File: config.mk
export PLATFORM = sky130hd
export DESIGN_NAME = v3a_isqrt
export DESIGN_NICKNAME = d
export VERILOG_FILES = /design/src/sv/vector3_alu_macros.svh /design/src/sv/v3a_pkg.sv /design/src/sv/v3a_isqrt.sv
export SDC_FILE = /design/constraint.sdc
export NUM_CORES = 2
export LEC_CHECK = 0
export BUFFER_PORTS_ARGS = -buffer_cell sky130_fd_sc_hd__buf_2
export CAP_MARGIN = 20
export CORE_UTILIZATION = 60
export CTS_CLUSTER_SIZE = 12
export DETAILED_ROUTE_END_ITERATION = 8
export PLACE_DENSITY_LB_ADDON = 0.15
export SYNTH_ARGS = -nofsm -noshare
export SYNTH_HDL_FRONTEND = slang
export SYNTH_SLANG_ARGS = --single-unit
File: constraint.sdc
create_clock -name clk -period 10.4 [get_ports clk]
set_clock_uncertainty 0.05 [all_clocks]
set_input_delay 0.52 -clock clk [delete_from_list [all_inputs] [get_ports clk]]
set_output_delay 0.52 -clock clk [all_outputs]
set_load 0.005 [all_outputs]
File: src/sv/vector3_alu_macros.svh
// ----------------------------------------------------------------------------
// vector3_alu assertion macros
// Shorthand for clocked concurrent checks, disabled while reset is held.
// ----------------------------------------------------------------------------
`ifndef VECTOR3_ALU_MACROS_SVH
`define VECTOR3_ALU_MACROS_SVH

// antecedent implies consequent in the same cycle
`define V3A_ASSERT_IMP(lbl, ante, cons, msg) \
  lbl: assert property (@(posedge clk) disable iff (!rst_n) (ante) |-> (cons)) \
    else $error(msg);

// antecedent implies consequent in the next cycle
`define V3A_ASSERT_NXT(lbl, ante, cons, msg) \
  lbl: assert property (@(posedge clk) disable iff (!rst_n) (ante) |=> (cons)) \
    else $error(msg);

`endif

File: src/sv/v3a_pkg.sv
// ----------------------------------------------------------------------------
// v3a_pkg
// Shared types, codes and saturation helper for the vector3 ALU.
// ----------------------------------------------------------------------------
package v3a_pkg;

  localparam int WORD_W        = 32;
  localparam int FRAC_BITS_DEF = 16;
  localparam int SQRT_STAGES   = 32;
  localparam int SQ_W          = 64;
  localparam int PROD_W        = 64;
  localparam int SUM_W         = PROD_W + 2;

  typedef enum logic [2:0] {
    OP_ADD,
    OP_SUB,
    OP_SCALE,
    OP_HADAMARD,
    OP_NORM,
    OP_DOT,
    OP_MAG
  } op_t;

  localparam logic [1:0] STAT_OK        = 2'd0;
  localparam logic [1:0] STAT_SAT       = 2'd1;
  localparam logic [1:0] STAT_ZERO_NORM = 2'd2;

  localparam logic signed [WORD_W-1:0] WORD_MAX = {1'b0, {(WORD_W-1){1'b1}}};
  localparam logic signed [WORD_W-1:0] WORD_MIN = {1'b1, {(WORD_W-1){1'b0}}};

  typedef struct packed {
    logic                     ovf;
    logic signed [WORD_W-1:0] val;
  } sat_t;

  function automatic sat_t sat_word(input logic signed [SUM_W-1:0] v);
    sat_t s;
    s.ovf = (v[SUM_W-1:WORD_W-1] != {(SUM_W-WORD_W+1){v[SUM_W-1]}});
    if (!s.ovf) begin
      s.val = v[WORD_W-1:0];
    end else if (v[SUM_W-1]) begin
      s.val = WORD_MIN;
    end else begin
      s.val = WORD_MAX;
    end
    return s;
  endfunction

endpackage

File: src/sv/v3a_isqrt.sv
// ----------------------------------------------------------------------------
// v3a_isqrt
// Pipelined integer square root, one result bit per stage, floor rounding.
// ----------------------------------------------------------------------------
module v3a_isqrt import v3a_pkg::*; (
  input  logic              clk,
  input  logic              en,
  input  logic [SQ_W-1:0]   n_in,
  output logic [WORD_W-1:0] root
);

  logic [SQ_W-1:0] n_r   [SQRT_STAGES];
  logic [SQ_W-1:0] res_r [SQRT_STAGES];

  for (genvar s = 0; s < SQRT_STAGES; s++) begin : g_stage
    localparam logic [SQ_W-1:0] BIT = SQ_W'(1) << (SQ_W - 2 - 2*s);
    logic [SQ_W-1:0] n_p, res_p, trial, n_nxt, res_nxt;

    if (s == 0) begin : g_first
      assign n_p   = n_in;
      assign res_p = '0;
    end else begin : g_rest
      assign n_p   = n_r[s-1];
      assign res_p = res_r[s-1];
    end

    always_comb begin
      trial = res_p + BIT;
      if (n_p >= trial) begin
        n_nxt   = n_p - trial;
        res_nxt = (res_p >> 1) + BIT;
      end else begin
        n_nxt   = n_p;
        res_nxt = res_p >> 1;
      end
    end

    always_ff @(posedge clk) begin
      if (en) begin
        n_r[s]   <= n_nxt;
        res_r[s] <= res_nxt;
      end
    end
  end

  assign root = res_r[SQRT_STAGES-1][WORD_W-1:0];

endmodule

==> results by group <==
Clocking
  – Clk buf depth: 4
  – H-tree depth: 5
  – CTS tree: done
  – # clock sinks: about 2500
  – Post-CTS sizing: 0
  – Root buffer cell: clkbuf_16
  – Worst-Skew Late Latency: about 920 ps
  – Number of buffers created by CTS: 285
  – Clk pin slew, worst setup/hold paths: ~60 ps

Global routing
  – GRT Residual Overflow: 0
  – Overall Global Routing Usage: 0.285
  – First-pass GRT wire length: roughly 440 mm
  – Largest net degree at the start of global routing: around 190
  – Initial antenna violation count: 8
  – Vias in the first global route: around 74000

Setup path
  – WP data required: 10980 ps
  – Worst setup SP type: flop
  – CP Class: flop to flop
  – Worst setup EP type: flop
  – Crit-path max FO: between 60 and 70
  – Arrival @ worst endpoint: 5650 ps

Placed design
  – Final Wtd Congestion: 0.946
  – Detailed placement HPWL: around 210 mm
  – Pre-CTS WS: between 5000 and 6000 ps
  – I/O Buffers: 97

Timing
  – RSZ-0062 raised after global routing: false
  – Slew @ Worst Pin: approximately 1100 ps
  – Tcrit/Tclk final: 0.488
  – Tmin final: between 5000 and 6000 ps
  – Hold_ws: between 40 and 50 ps
  – Final setup fails: 0
  – Final Hold Viols: 0
  – Slew margin rel.: 0.251
  – Fmax: about 0.2 GHz
  – Fin Setup TNS: 0 ps
  – Worst Setup Slack, final: about 5300 ps
  – Slew Viols, Final: 0

Pwr
  – VDD IR max: a little over 0.0002 V
  – Static Leak: approximately 50 nW
  – Pwr per Cell Area: 222 mW/mm^2

Detailed routing
  – 1st-iter DRT viols: between 7000 and 8000
  – Drt total wl: approximately 300 mm
  – DRT Pass-1 Iters: 8
  – Via density: just over 6
  – Vias: 77200
  – WL per Instance: about 23 um
  – DR DRC count: 0
  – Post-route ant nets: 0

Synth
  – Mux share of post-synthesis cell area: 0.00934
  – Post-synthesis sequential area ratio: 0.628
  – Post-synthesis xor/xnor area fraction: 0.0646
  – Post-Synthesis Cells: between 9000 and 10000
  – Synthesized-area fraction occupied by adder cells: 0.0582
  – Most common cell in the netlist: edfxtp_1
  – Distinct cells, synth: slightly below 100
  – Post-Syn Area: 0.120 sq mm
  – Synth Area in Compound Gates: 0.0925
  – Commonest cells in the netlist: 2512 x edfxtp_1, 686 x inv_1, 670 x nor2_1
  – Top cells by area, synth: edfxtp_1 63%, ha_1 5.8%, xnor2_1 3.6%
  – FF+latch count, synth: 2512
  – Largest family of logic cells by synthesized area: simple AND/OR/NAND/NOR gates
  – Synth top area share: 0.628
  – Net Count, Synth: slightly above 10000
  – Post-synth top area cell: edfxtp_1
  – Syn Area/Cell: 12.6 sq um
  – Synthesis Warnings: 0
  – Synth Flop Type: edfxtp_1
  – Post-Synth Simple-Gate Area: 0.119
  – Post-synth EDFFs: 2512
  – Async SR Flop Fraction: 0

Floorplanning
  – Initial Util: 0.606
  – Ports: about 100
  – # rows: about 160
  – Total core area: slightly below 0.2 sq mm
  – Die area: 0.202 sq mm
  – Chip height: 449 um
  – Die W: between 400 and 500 um

Final layout
  – Synth-to-layout area growth: 10.4%
  – Layout cells sized above 1: 0.0670
  – Filler instances: approximately 14000
  – Nets: between 10000 and 15000

Run
  – Max cap viols: 0

Min path
  – Hold Crit Class: input port to flop

Status
  – Status: complete, no violations
[worst max-delay path: stages, from the launching register on]
cell	delay [ps]
edfxtp_1	410
ha_1	430
nor4b_1	610
nand4_1	420
nor4_1	940
nor2_1	80
o211a_2	170
buf_4	310
or4_1	820
nor4b_1	460
xor2_1	120
[registers in the layout, summed over array words and instances, names as in the netlist]
register,flops
n_r,1984
res_r,528
[cell type report]
cell class | instances | area (sq um) | share of cell area
clock buffer | 341 | 7470 | 0.0564
timing repair buffer | 210 | 1650 | 0.0124
antenna | 3 | 7.51 | 0.0000567
sequential | 2512 | 75400 | 0.569
clock inverter | 93 | 722 | 0.00545
tap | 2640 | 3300 | 0.0249
inverter | 689 | 2590 | 0.0195
multi-input combinational | 6120 | 41300 | 0.312
[where the power goes]
part	switching, mW	total (mW)	internal, mW
logic	3.71	6.27	2.56
clock network	3.83	9.13	5.30
registers	1.13	14.0	12.9
[final timing paths]
| kind | endpoint | startpoint | slack [ps] | cells past startpoint |
|---|---|---|---|---|
| worst min-delay path | res_r[1][105] | en | 50 | 1 |
| worst max register to register | n_r[1][886] | n_r[1][802] | 5330 | 10 |
| worst min register to register | res_r[1][842] | res_r[1][779] | 370 | 0 |
| worst max-delay path | n_r[1][886] | n_r[1][802] | 5330 | 10 |
[routing by layer]
layer,part of all wire,GRT usage
met2,0.46,0.448
met1,0.45,0.423
met4,0.022,0.0658
met5,0,0
met3,0.068,0.0378
[placed cells by master (no fill, tap or decap), drive strengths merged, types with 64 or more instances in the layout]
cell	n
or3	89
clkinv	73
o21ai	403
nor3	255
nand2b	108
ha	558
o21a	100
xnor2	488
xor2	398
dlygate4sd3	64
nor2b	71
a21o	249
nand4	157
a21oi	634
nor4	349
mux2	96
or4	71
inv	695
clkbuf	342
nand3	148
buf	144
nor2	671
nand2	580
edfxtp	2512
[timing repair]
item	in CTS	in global routing
hold buffers	64	0
endpoints found under the hold margin	64	0
setup buffers	0	0
[cells by family after synthesis]
logic type | Yosys count
buffers and inverters | 875
adders and majority gates | 558
muxes | 100
and+or+nand+nor | 2784
DFF | 2512
AOI/OAI and AO/OA | 1792
xor gates and xnor gates | 886
[stage by stage]
step	utilization	cell area, sq um	std cells	power [mW]
floorplan	-	120000	9507	18.2
global placement	0.624	124000	12100	20.2
detailed placement	0.624	124000	12100	20.3
CTS	0.669	132000	12600	29.5
global route	0.669	133000	12600	30.7
finish	0.669	133000	12600	29.4
No activity file was read; power rests on OpenSTA's default activity.
