===== config.mk =====
export PLATFORM = sky130hd
export DESIGN_NAME = v3a_lane
export DESIGN_NICKNAME = d
export VERILOG_FILES = /design/src/sv/vector3_alu_macros.svh /design/src/sv/v3a_pkg.sv /design/src/sv/v3a_lane.sv
export SDC_FILE = /design/constraint.sdc
export NUM_CORES = 2
export LEC_CHECK = 0
export BUFFER_PORTS_ARGS = -buffer_cell sky130_fd_sc_hd__buf_2
export CORE_MARGIN = 2
export CORE_UTILIZATION = 40
export CTS_CLUSTER_SIZE = 10
export DETAILED_ROUTE_END_ITERATION = 8
export GPL_TIMING_DRIVEN = 0
export HOLD_SLACK_MARGIN = 0.06
export PLACE_DENSITY = 0.6
export SLEW_MARGIN = 40
export SYNTH_ARGS = -nofsm -noshare
export SYNTH_HDL_FRONTEND = slang
export SYNTH_SLANG_ARGS = --single-unit

===== constraint.sdc =====
create_clock -name clk -period 14.4 [get_ports clk]
set_input_delay 1.44 -clock clk [delete_from_list [all_inputs] [get_ports clk]]
set_output_delay 1.44 -clock clk [all_outputs]
set_load 0.02 [all_outputs]

===== src/sv/vector3_alu_macros.svh =====
// ----------------------------------------------------------------------------
// vector3_alu assertion macros
// Shorthand for clocked concurrent checks, disabled while reset is held.
// ----------------------------------------------------------------------------
`ifndef VECTOR3_ALU_MACROS_SVH
`define VECTOR3_ALU_MACROS_SVH

// antecedent implies consequent in the same cycle
`define V3A_ASSERT_IMP(lbl, ante, cons, msg) \
  lbl: assert property (@(posedge clk) disable iff (!rst_n) (ante) |-> (cons)) \
    else $error(msg);

// antecedent implies consequent in the next cycle
`define V3A_ASSERT_NXT(lbl, ante, cons, msg) \
  lbl: assert property (@(posedge clk) disable iff (!rst_n) (ante) |=> (cons)) \
    else $error(msg);

`endif


===== src/sv/v3a_pkg.sv =====
// ----------------------------------------------------------------------------
// v3a_pkg
// Shared types, codes and saturation helper for the vector3 ALU.
// ----------------------------------------------------------------------------
package v3a_pkg;

  localparam int WORD_W        = 32;
  localparam int FRAC_BITS_DEF = 16;
  localparam int SQRT_STAGES   = 32;
  localparam int SQ_W          = 64;
  localparam int PROD_W        = 64;
  localparam int SUM_W         = PROD_W + 2;

  typedef enum logic [2:0] {
    OP_ADD,
    OP_SUB,
    OP_SCALE,
    OP_HADAMARD,
    OP_NORM,
    OP_DOT,
    OP_MAG
  } op_t;

  localparam logic [1:0] STAT_OK        = 2'd0;
  localparam logic [1:0] STAT_SAT       = 2'd1;
  localparam logic [1:0] STAT_ZERO_NORM = 2'd2;

  localparam logic signed [WORD_W-1:0] WORD_MAX = {1'b0, {(WORD_W-1){1'b1}}};
  localparam logic signed [WORD_W-1:0] WORD_MIN = {1'b1, {(WORD_W-1){1'b0}}};

  typedef struct packed {
    logic                     ovf;
    logic signed [WORD_W-1:0] val;
  } sat_t;

  function automatic sat_t sat_word(input logic signed [SUM_W-1:0] v);
    sat_t s;
    s.ovf = (v[SUM_W-1:WORD_W-1] != {(SUM_W-WORD_W+1){v[SUM_W-1]}});
    if (!s.ovf) begin
      s.val = v[WORD_W-1:0];
    end else if (v[SUM_W-1]) begin
      s.val = WORD_MIN;
    end else begin
      s.val = WORD_MAX;
    end
    return s;
  endfunction

endpackage


===== src/sv/v3a_lane.sv =====
// ----------------------------------------------------------------------------
// v3a_lane
// One component lane: multiplier and adder in stage 1, shift and saturate in
// stage 2.
// ----------------------------------------------------------------------------
module v3a_lane import v3a_pkg::*; #(
  parameter int FRAC_BITS = FRAC_BITS_DEF
) (
  input  logic                     clk,
  input  logic                     en,
  input  op_t                      op,
  input  logic signed [WORD_W-1:0] a,
  input  logic signed [WORD_W-1:0] b,
  input  logic signed [WORD_W-1:0] f,
  output logic signed [PROD_W-1:0] prod_s1,
  output sat_t                     res_s2,
  output logic signed [WORD_W-1:0] a_s2
);

  logic signed [WORD_W-1:0] mb;
  logic signed [PROD_W-1:0] prod_nxt;
  logic signed [WORD_W:0]   sum_nxt;
  sat_t                     res_nxt;

  op_t                      op1_r;
  logic signed [PROD_W-1:0] prod1_r;
  logic signed [WORD_W:0]   sum1_r;
  logic signed [WORD_W-1:0] a1_r;
  sat_t                     res2_r;
  logic signed [WORD_W-1:0] a2_r;

  // single multiplier shared by scale, hadamard, dot and the squares
  always_comb begin
    case (op) inside
      OP_SCALE:       mb = f;
      OP_NORM, OP_MAG: mb = a;
      default:        mb = b;
    endcase
    prod_nxt = PROD_W'(a) * PROD_W'(mb);
    if (op == OP_SUB) begin
      sum_nxt = (WORD_W+1)'(a) - (WORD_W+1)'(b);
    end else begin
      sum_nxt = (WORD_W+1)'(a) + (WORD_W+1)'(b);
    end
  end

  always_comb begin
    case (op1_r) inside
      OP_ADD, OP_SUB:        res_nxt = sat_word(SUM_W'(sum1_r));
      OP_SCALE, OP_HADAMARD: res_nxt = sat_word(SUM_W'(prod1_r >>> FRAC_BITS));
      default:               res_nxt = '0;
    endcase
  end

  always_ff @(posedge clk) begin
    if (en) begin
      op1_r   <= op;
      prod1_r <= prod_nxt;
      sum1_r  <= sum_nxt;
      a1_r    <= a;
      res2_r  <= res_nxt;
      a2_r    <= a1_r;
    end
  end

  assign prod_s1 = prod1_r;
  assign res_s2  = res2_r;
  assign a_s2    = a2_r;

endmodule


==> run metrics <==
status=finished, final reports clean; XOR/XNOR share of the synthesized area=roughly 2.4%; count of hold buffers inserted by post-cts repair=0; Core Box Area=roughly 110000 um2; Tcrit/Tclk final=~85%; number of warnings issued by yosys=0; filler cell count=around 11000; DRT iter0 DRCs=3168; number of nets at the end of the flow=roughly 6300; skew final=about 0.021 ns; routability congestion estimate=1.01; met1 Resource Use GR=roughly 37%; number of storage elements in the synthesis netlist=~200; synthesized net count=roughly 6000; cell area after placement=~49000 um2; data arrival at the endpoint of the critical path=around 12 ns; buffer cell driving the clock tree root=clkbuf_16; synth-to-layout area growth=9.07%; combined area of the multi-input logic cells=35200 um2; clock tree from TritonCTS=yes; final standard cell area without fillers=around 50000 um2; main combinational cell family by area after synthesis=adder cells; met3 Usage GRT=7.41%; worst slew margin relative to its limit=approximately 33%; area of all sequential standard cells=around 5900 um2; max-capacitance violation count=0; hold crit path type=register to register; largest net degree at the start of global routing=between 70 and 80; Mean Syn Cell Area=between 9 and 10 um2; count of final setup violators=0; CTS sink cnt=just under 200; DRT Wirelength=approximately 170000 um; post-synthesis adder-cell area fraction=a little over half; count of flip-flops with a built-in enable after synthesis=between 150 and 200; post-CTS clock slew at the launch and capture registers of the worst setup and hold paths=0.10 ns; number of instances in the synthesized netlist=about 4600; synthesized area=45500 um2; number of detailed-route iterations in the first pass=6; number of nets with antenna violations after detailed routing=0; busiest layer in global routing=met2; Async S/R FF share, synth=0%; measured slew at the worst slew-check pin=about 1 ns; complex-gate fraction of the synthesized area=under 10%; portion of netlist area occupied by mux cells=less than 1%; via count=34530; sequential share of the synthesized area=12.9%; antenna violations before repair=20; Ports=230; GRT Residual Overflow=0; Hold Path Depth=0; quantity of gates resized following cts=0; critical path launch point type=input port; number of global-route vias before repair=36933; type of the setup path with the least slack=input port to register; worst r2r path cells=8; buffers added on ports=229; category of the worst setup path capture point=register; chip width=~340 um; CTS HTree Levels=4; clock latency reported for the late side of the worst-skew pair=between 0.4 and 0.5 ns; placed wire-length estimate=roughly 140000 um; routed wirelength normalized by instance count=roughly 26 um; average vias per placed instance=approximately 5.4; DRC violations left=0; final number of hold-violating endpoints=0; worst-path maximum fanout=11; setup TNS after final layout=0 ns; die area=~120000 um2; number of distinct library cell variants in the gate-level netlist after synthesis=67; final period demand of the worst path=12.25 ns; unrepaired setup endpoints after global routing=false; share of synthesized cell area in and, or, nand and nor gates=approximately 15%; first-pass GRT wire length=around 250000 um; Critical Path Slowest Stage Cell=fa_1; met2 routing resource usage after global routing=a little under half; Critical Path Max Stage Delay=between 0.9 and 1 ns; clock tree buffer depth=2; all-layer global routing usage=between 20 and 30%; initial core utilization=40.4%; required time of the worst setup path=~15 ns; share of layout cells above drive strength 1=between 8 and 9%; CTS Buf Count=17; f_max=81.6 MHz; placement row count=around 120; number of pins with negative max-slew slack in the final report=0; dominant register cell in the synthesized netlist=edfxtp_1; crit-path most repeated cell=fa_1; die height=roughly 340 um; post-CTS setup-driven buffer insertion count=0
## layer usage
metal	wire length, um	share of wire, %
met1	61600	37
met2	75600	45
met3	17500	10
met4	13100	7.8
met5	69	0.041
## worst max-delay path: cells and delay by family
family                     cells  cell delay (ns)
xor gates and xnor gates       1             0.17
and+or+nand+nor                6             1.29
adders and majority gates      9             4.99
muxes                          1             0.33
buffers and inverters          7             2.35
AOI/OAI and AO/OA              5             1.84
## final timing paths
| kind | slack [ns] | startpoint | end |
|---|---|---|---|
| worst min-delay path | 0.42 | a1_r[21]$_DFFE_PP_ | a_s2[21]$_DFFE_PP_ |
| worst min register to register | 0.42 | a1_r[21]$_DFFE_PP_ | a_s2[21]$_DFFE_PP_ |
| worst max-delay path | 2.15 | op[0] | prod_s1[61]$_DFFE_PP_ |
| worst max register to register | 11.09 | prod_s1[63]$_DFFE_PP_ | res_s2[22]$_DFFE_PP_ |
## registers in the layout, indices dropped and copies added, names as in the netlist
register,flops
a1_r,32
a_s2,32
op1_r,2
prod_s1,64
res_s2,33
sum1_r,33
## synthesized netlist by cell type (all sizes together), types with 35 or more instances
cell type  instances  share of area, %
nor3              56              0.63
xor2              44              0.85
mux2i             35              0.77
and2             521               7.2
xnor2             82               1.6
o21ai             87              0.97
nand2            583               4.8
inv              965               8.0
a21oi            146               1.6
nor2             105              0.87
a21o              50              0.84
ha               219               6.0
edfxtp           196                13
clkbuf           231               1.9
fa              1083                48
## through the flow
stage          std cells  setup WS (ns)  hold WS, ns  util [%]
6_report            6389           2.15        0.415      44.0
5_1_grt             6385           1.78        0.422      44.0
4_1_cts             6384           2.00        0.422      44.0
3_5_place_dp        6352           1.51        0.405      43.4
3_3_place_gp        6337           1.08        0.400      43.0
2_1_floorplan       4608           4.17        0.400         -
## cell families after synthesis
| kind of cell | count (synthesis) |
|---|---|
| AO/OA/AOI/OAI | 384 |
| XOR/XNOR | 126 |
| adder cells (fa/ha/maj) | 1302 |
| buffers and inverters | 1200 |
| flip-flops | 196 |
| multiplexers | 35 |
| AND/OR/NAND/NOR | 1365 |
## area by class of cell
cell class / count / share of cell area (%)
diodes: 5 / 0.0252
well taps: 1500 / 3.79
flip-flops and latches: 196 / 11.9
repair buffers: 244 / 2.76
multi-input cells: 3212 / 71.0
inverters: 965 / 7.31
clock inverters: 15 / 0.472
clock buffers: 17 / 0.858
plain buffers: 235 / 1.96
## layout by cell type (no fill, tap or decap), types with 104 or more instances in the layout
| cell type | Yosys | routed |
|---|---|---|
| inv_1 | 965 | 965 |
| clkbuf_1 | 231 | 160 |
| and2_1 | 520 | 520 |
| ha_1 | 219 | 219 |
| buf_2 | 1 | 229 |
| fa_1 | 1083 | 1082 |
| nor2_1 | 105 | 104 |
| edfxtp_1 | 196 | 196 |
| a21oi_1 | 144 | 143 |
| nand2_1 | 583 | 583 |
Power is left out: the tool's default activity adds up to more than one toggle a clock period on the data nets, which glitch-free logic cannot reach.
