<file path="config.mk">
export PLATFORM = sky130hd
export DESIGN_NAME = v3a_div
export DESIGN_NICKNAME = d
export VERILOG_FILES = /design/src/sv/vector3_alu_macros.svh /design/src/sv/v3a_pkg.sv /design/src/sv/v3a_div.sv
export SDC_FILE = /design/constraint.sdc
export NUM_CORES = 2
export LEC_CHECK = 0
export BUFFER_PORTS_ARGS = -buffer_cell sky130_fd_sc_hd__buf_4
export CORE_MARGIN = 2
export CORE_UTILIZATION = 50
export CTS_CLUSTER_SIZE = 16
export DETAILED_ROUTE_END_ITERATION = 8
export PLACE_DENSITY_LB_ADDON = 0.05
export SYNTH_ARGS = -nofsm -noshare
export SYNTH_HDL_FRONTEND = slang
export SYNTH_SLANG_ARGS = --single-unit
</file>
<file path="constraint.sdc">
create_clock -name clk -period 8.2 [get_ports clk]
set_clock_uncertainty 0.15 [all_clocks]
set_input_delay 1.64 -clock clk [delete_from_list [all_inputs] [get_ports clk]]
set_output_delay 1.64 -clock clk [all_outputs]
set_load 0.005 [all_outputs]
</file>
<file path="src/sv/vector3_alu_macros.svh">
// ----------------------------------------------------------------------------
// vector3_alu assertion macros
// Shorthand for clocked concurrent checks, disabled while reset is held.
// ----------------------------------------------------------------------------
`ifndef VECTOR3_ALU_MACROS_SVH
`define VECTOR3_ALU_MACROS_SVH

// antecedent implies consequent in the same cycle
`define V3A_ASSERT_IMP(lbl, ante, cons, msg) \
  lbl: assert property (@(posedge clk) disable iff (!rst_n) (ante) |-> (cons)) \
    else $error(msg);

// antecedent implies consequent in the next cycle
`define V3A_ASSERT_NXT(lbl, ante, cons, msg) \
  lbl: assert property (@(posedge clk) disable iff (!rst_n) (ante) |=> (cons)) \
    else $error(msg);

`endif

</file>
<file path="src/sv/v3a_pkg.sv">
// ----------------------------------------------------------------------------
// v3a_pkg
// Shared types, codes and saturation helper for the vector3 ALU.
// ----------------------------------------------------------------------------
package v3a_pkg;

  localparam int WORD_W        = 32;
  localparam int FRAC_BITS_DEF = 16;
  localparam int SQRT_STAGES   = 32;
  localparam int SQ_W          = 64;
  localparam int PROD_W        = 64;
  localparam int SUM_W         = PROD_W + 2;

  typedef enum logic [2:0] {
    OP_ADD,
    OP_SUB,
    OP_SCALE,
    OP_HADAMARD,
    OP_NORM,
    OP_DOT,
    OP_MAG
  } op_t;

  localparam logic [1:0] STAT_OK        = 2'd0;
  localparam logic [1:0] STAT_SAT       = 2'd1;
  localparam logic [1:0] STAT_ZERO_NORM = 2'd2;

  localparam logic signed [WORD_W-1:0] WORD_MAX = {1'b0, {(WORD_W-1){1'b1}}};
  localparam logic signed [WORD_W-1:0] WORD_MIN = {1'b1, {(WORD_W-1){1'b0}}};

  typedef struct packed {
    logic                     ovf;
    logic signed [WORD_W-1:0] val;
  } sat_t;

  function automatic sat_t sat_word(input logic signed [SUM_W-1:0] v);
    sat_t s;
    s.ovf = (v[SUM_W-1:WORD_W-1] != {(SUM_W-WORD_W+1){v[SUM_W-1]}});
    if (!s.ovf) begin
      s.val = v[WORD_W-1:0];
    end else if (v[SUM_W-1]) begin
      s.val = WORD_MIN;
    end else begin
      s.val = WORD_MAX;
    end
    return s;
  endfunction

endpackage

</file>
<file path="src/sv/v3a_div.sv">
// ----------------------------------------------------------------------------
// v3a_div
// Pipelined restoring divider for one normalize lane: (a << FRAC_BITS) / mag,
// truncated toward zero. The quotient never exceeds 2^FRAC_BITS.
// ----------------------------------------------------------------------------
module v3a_div import v3a_pkg::*; #(
  parameter int FRAC_BITS = FRAC_BITS_DEF
) (
  input  logic                     clk,
  input  logic                     en,
  input  logic signed [WORD_W-1:0] a,
  input  logic [WORD_W-1:0]        mag,
  output logic signed [WORD_W-1:0] quo
);

  localparam int DS = FRAC_BITS + 1;

  logic [WORD_W-1:0] a_abs;
  logic [WORD_W-1:0] rem_r [DS];
  logic [DS-1:0]     q_r   [DS];
  logic [WORD_W-1:0] mag_r [DS];
  logic              neg_r [DS];

  assign a_abs = a[WORD_W-1] ? (~a + 1'b1) : a;

  for (genvar s = 0; s < DS; s++) begin : g_stage
    logic [WORD_W-1:0] rem_p, m_p;
    logic [DS-1:0]     q_p;
    logic              nbit, neg_p;
    logic [WORD_W:0]   part;
    logic [WORD_W-1:0] rem_nxt;
    logic [DS-1:0]     q_nxt;

    if (s == 0) begin : g_first
      // top bits of the numerator are already below the divisor
      assign rem_p = {1'b0, a_abs[WORD_W-1:1]};
      assign nbit  = a_abs[0];
      assign q_p   = '0;
      assign m_p   = mag;
      assign neg_p = a[WORD_W-1];
    end else begin : g_rest
      assign rem_p = rem_r[s-1];
      assign nbit  = 1'b0;
      assign q_p   = q_r[s-1];
      assign m_p   = mag_r[s-1];
      assign neg_p = neg_r[s-1];
    end

    always_comb begin
      part = {rem_p, nbit};
      if (part >= {1'b0, m_p}) begin
        rem_nxt = WORD_W'(part - {1'b0, m_p});
        q_nxt   = {q_p[DS-2:0], 1'b1};
      end else begin
        rem_nxt = part[WORD_W-1:0];
        q_nxt   = {q_p[DS-2:0], 1'b0};
      end
    end

    always_ff @(posedge clk) begin
      if (en) begin
        rem_r[s] <= rem_nxt;
        q_r[s]   <= q_nxt;
        mag_r[s] <= m_p;
        neg_r[s] <= neg_p;
      end
    end
  end

  always_comb begin
    if (neg_r[DS-1]) begin
      quo = -WORD_W'(q_r[DS-1]);
    end else begin
      quo = WORD_W'(q_r[DS-1]);
    end
  end

endmodule

</file>
==> flow_summary_export.csv <==
group,metric,value,unit
layout,nFillCells,11800,
hold_path,hp-class,"flip-flop to flip-flop",
synthesis,post_synth_xor_area_fraction,6.06,%
floorplan,fp.dieArea,143000,um^2
timing,setup_violations,0,
routing,first_pass_iters,8,
routing,routed_wirelength_normalized_by_instance_count,19.0,um
setup_path,timing.critical_path.to_type,"flip-flop",
timing,fin_crit,6.59,ns
layout,antenna_cells,0,
global_route,first_global_vias,46400,
cts,post_cts_buffers,0,
setup_path,cpMaxStageDelayCell,"sky130_fd_sc_hd__a21oi_4",
timing,grt_setup_unrepaired,"no",
setup_path,cp_max_fo,15,
synthesis,synth_fa_ha_area_share,10.2,%
cts,clkSlewWorstSetupHoldPaths,0.06,ns
cts,clk_path_buf_depth,3,
timing,fin_ws,1.61,ns
floorplan,core_region_area,139000,um^2
layout,drive_above_1_share,6.96,%
floorplan,initial_core_util,50.2,%
routing,vias,47700,
synthesis,synth_top_flop_cell,"sky130_fd_sc_hd__edfxtp_1",
global_route,grt_max_degree,213,
run_status,run_status,"complete, no violations",
routing,vias_per_cell,5.57,
synthesis,postSynthAreaPerCell,10.8,um^2
cts,clock-sinks,1194,
global_route,grt_antenna_before_repair,1,
layout,finish.instance_area,77600,um^2
cts,tritoncts,"built",
global_route,grt_pass1_wl,258000,um
synthesis,count_of_flip_flops_with_a_built_in_enable_after_synthesis,1194,
power_and_ir_drop,power_density_cells,389,nW/um^2
synthesis,asyncSetResetFlopFracSynth,0,%
global_route,globalRouteOverflowTotal,0,
layout,final_nets,7201,
timing,fin_setup_tns,0,ns
setup_path,crit_type,"input pin to flip-flop",
routing,routed_wirelength,163000,um
setup_path,crit_arrival,6.98,ns
placement,globalplace.congestion,0.915,
timing,max_slew.worst_pin.slew,1.17,ns
setup_path,worst-endpoint-required,8.60,ns
synthesis,synth_top_family_by_area,"compound AO/OA/AOI/OAI gates",
synthesis,synth.area.mux_share,1.58,%
job,cap_viol_max_count,0,
setup_path,worst_setup_path_start_kind,"input pin",
timing,timing.fmax,0.152,GHz
synthesis,syn-instance-count,6454,
placement,place_area,72700,um^2
cts,htree_depth,4,
synthesis,ys.warnings.count,0,
power_and_ir_drop,p_total,30.2,mW
cts,clk_root_buffer_cell,"sky130_fd_sc_hd__clkbuf_16",
cts,post_cts_hold_buffers,0,
power_and_ir_drop,max-vdd-ir-drop,0.287,mV
timing,timing.final.crit_share,80.3,%
setup_path,timing.critical_path.cells,"buf_4 -> nor4_2 -> nand3_1 -> or4_1 -> or3_1 -> or3_1 -> nand2b_4 -> o21ai_0 -> xnor2_1 -> ha_1 -> a21oi_1 -> o21ai_1 -> a21o_1 -> a21o_1 -> a31oi_1 -> nand3_1 -> a41oi_1 -> nand2b_1 -> a21oi_4 -> mux2_2",
synthesis,synth_seq_area_share,51.4,%
synthesis,syn-cell-area,69800,um^2
placement,placement.io_buffers,97,
floorplan,die_width,378,um
placement,hpwlAfterDp,125000,um
timing,maxSlewHeadroom,21.2,%
floorplan,std_cell_rows,137,
floorplan,design.portCount,98,
placement,pre_cts_ws,0.747,ns
timing,maxSlewViolCount,0,
synthesis,number_of_synthesized_register_bits,1194,
synthesis,synth-simple-area-share,10.0,%
synthesis,number_of_nets_produced_by_synthesis,7081,
routing,initial_drt_markers,3440,
synthesis,synth_compound_gate_area_share,16.2,%
routing,drc_errors,0,
layout,area.growth.synth_to_final,11.1,%
floorplan,fp.dieH,378,um
power_and_ir_drop,total_leakage_power,32.3,nW
cts,post_cts.resized_instances,0,
cts,cts-buffers-inserted,137,
global_route,groute.usage.overall,23.0,%
synthesis,ys_types,88,
routing,final_antenna_net_count,0,
setup_path,max_stage_delay,0.54,ns
timing,hold_viol_final,0,
cts,clock_latency,0.80,ns
==> synth_stat cells (17+ instances only) <==
library cell,number,area (um^2)
sky130_fd_sc_hd__edfxtp_1,1194,35900
sky130_fd_sc_hd__inv_1,670,2510
sky130_fd_sc_hd__nand2_1,575,2160
sky130_fd_sc_hd__o21ai_0,552,2760
sky130_fd_sc_hd__ha_1,545,6820
sky130_fd_sc_hd__a21oi_1,489,2450
sky130_fd_sc_hd__nor2_1,298,1120
sky130_fd_sc_hd__a21o_1,289,2170
sky130_fd_sc_hd__xnor2_1,271,2370
sky130_fd_sc_hd__xor2_1,212,1860
sky130_fd_sc_hd__clkbuf_1,126,473
sky130_fd_sc_hd__nand2b_1,90,563
sky130_fd_sc_hd__nand4_1,82,513
sky130_fd_sc_hd__nor2b_1,82,513
sky130_fd_sc_hd__nand3_1,74,370
sky130_fd_sc_hd__o21a_1,65,488
sky130_fd_sc_hd__nor3_1,63,315
sky130_fd_sc_hd__mux2_2,60,676
sky130_fd_sc_hd__and3_1,57,357
sky130_fd_sc_hd__a31oi_1,56,350
sky130_fd_sc_hd__o31ai_1,56,420
sky130_fd_sc_hd__o21bai_1,53,398
sky130_fd_sc_hd__a211oi_1,30,225
sky130_fd_sc_hd__or3_1,27,169
sky130_fd_sc_hd__and2_1,26,163
sky130_fd_sc_hd__o31a_1,26,228
sky130_fd_sc_hd__o211ai_1,24,180
sky130_fd_sc_hd__a211o_1,23,201
sky130_fd_sc_hd__mux2_1,23,259
sky130_fd_sc_hd__or2_2,17,106
==> critical path, delay by kind of cell <==
kind / cells / cell delay (ns)
and+or+nand+nor: 8 / 2.26
muxes: 1 / 0.41
xor gates and xnor gates: 1 / 0.17
AOI/OAI and AO/OA: 8 / 2.01
buffers and inverters: 1 / 0.12
adders and majority gates: 1 / 0.34
==> layer usage <==
layer,global-route usage [%],share of wire [%],routed length [um],vias up
met5,0,0,0,-
met4,7.08,2.8,4580,0
met3,2.94,3.7,6090,235
met2,38.4,47,77000,894
met1,31.2,46,75100,22800
li1,-,-,-,23700
==> path summary, 6_finish.rpt <==
path	slack [ns]	end	startpoint	depth (start not counted)
hold reg to reg	0.27	q_r[0][177]	q_r[0][159]	0
setup reg to reg	3.43	rem_r[0][398]	rem_r[0][355]	12
setup / recovery	1.61	rem_r[0][1]	a[5]	20
hold / removal	0.27	q_r[0][177]	q_r[0][159]	0
==> placed cells by master, fill, tap and decap left out, drive strengths merged, types with 24 or more instances in the layout <==
cell    netlist  final
a211oi       30     30
a21o        289    289
a21oi       491    491
a31oi        57     57
and2         26     26
and3         57     57
buf          25    137
clkbuf      131    158
clkinv        0     63
edfxtp     1194   1194
ha          545    545
inv         671    672
mux2         91     91
nand2       575    575
nand2b       92     92
nand3        74     74
nand4        82     82
nor2        298    298
nor2b        82     82
nor3         63     63
o211ai       24     24
o21a         65     65
o21ai       564    564
o21bai       53     53
o31a         26     26
o31ai        56     56
or3          27     27
xnor2       271    271
xor2        212    212
==> through the flow <==
| step | hold slack (ns) | util [%] | std cells |
|---|---|---|---|
| final | 0.266 | 55.8 | 8561 |
| after global routing | 0.269 | 55.8 | 8561 |
| after global placement | 0.250 | 52.3 | 8311 |
| after detailed placement | 0.255 | 52.3 | 8311 |
| after floorplan | 0.250 | - | 6454 |
| after CTS | 0.261 | 55.8 | 8561 |
==> sequential cells by signal (all words and copies together) (netlist names) <==
name	count
neg_r	17
mag_r	512
q_r	153
rem_r	512
==> area by class of cell <==
type,count,area (um^2),area share [%]
Multi-Input combinational cell,4433,30900,39.8
Tap cell,1876,2350,3.03
Sequential cell,1194,35900,46.2
Timing Repair Buffer,137,1100,1.42
Clock inverter,92,1340,1.73
Inverter,671,2520,3.25
Clock buffer,158,3510,4.52
==> cells by family after synthesis <==
logic type | after synthesis
DFF | 1194
muxes | 96
buffers and inverters | 827
adders and majority gates | 561
and+or+nand+nor | 1471
AOI/OAI and AO/OA | 1822
xor gates and xnor gates | 483
==> where the power goes <==
| group | internal [mW] | leakage (nW) | switching (mW) |
|---|---|---|---|
| logic | 5.65 | 18.3 | 7.91 |
| clock network | 3.83 | 2.31 | 2.60 |
| registers | 9.17 | 11.7 | 1.02 |
| total | 18.6 | 32.3 | 11.5 |
No activity file was read; power rests on OpenSTA's default activity.
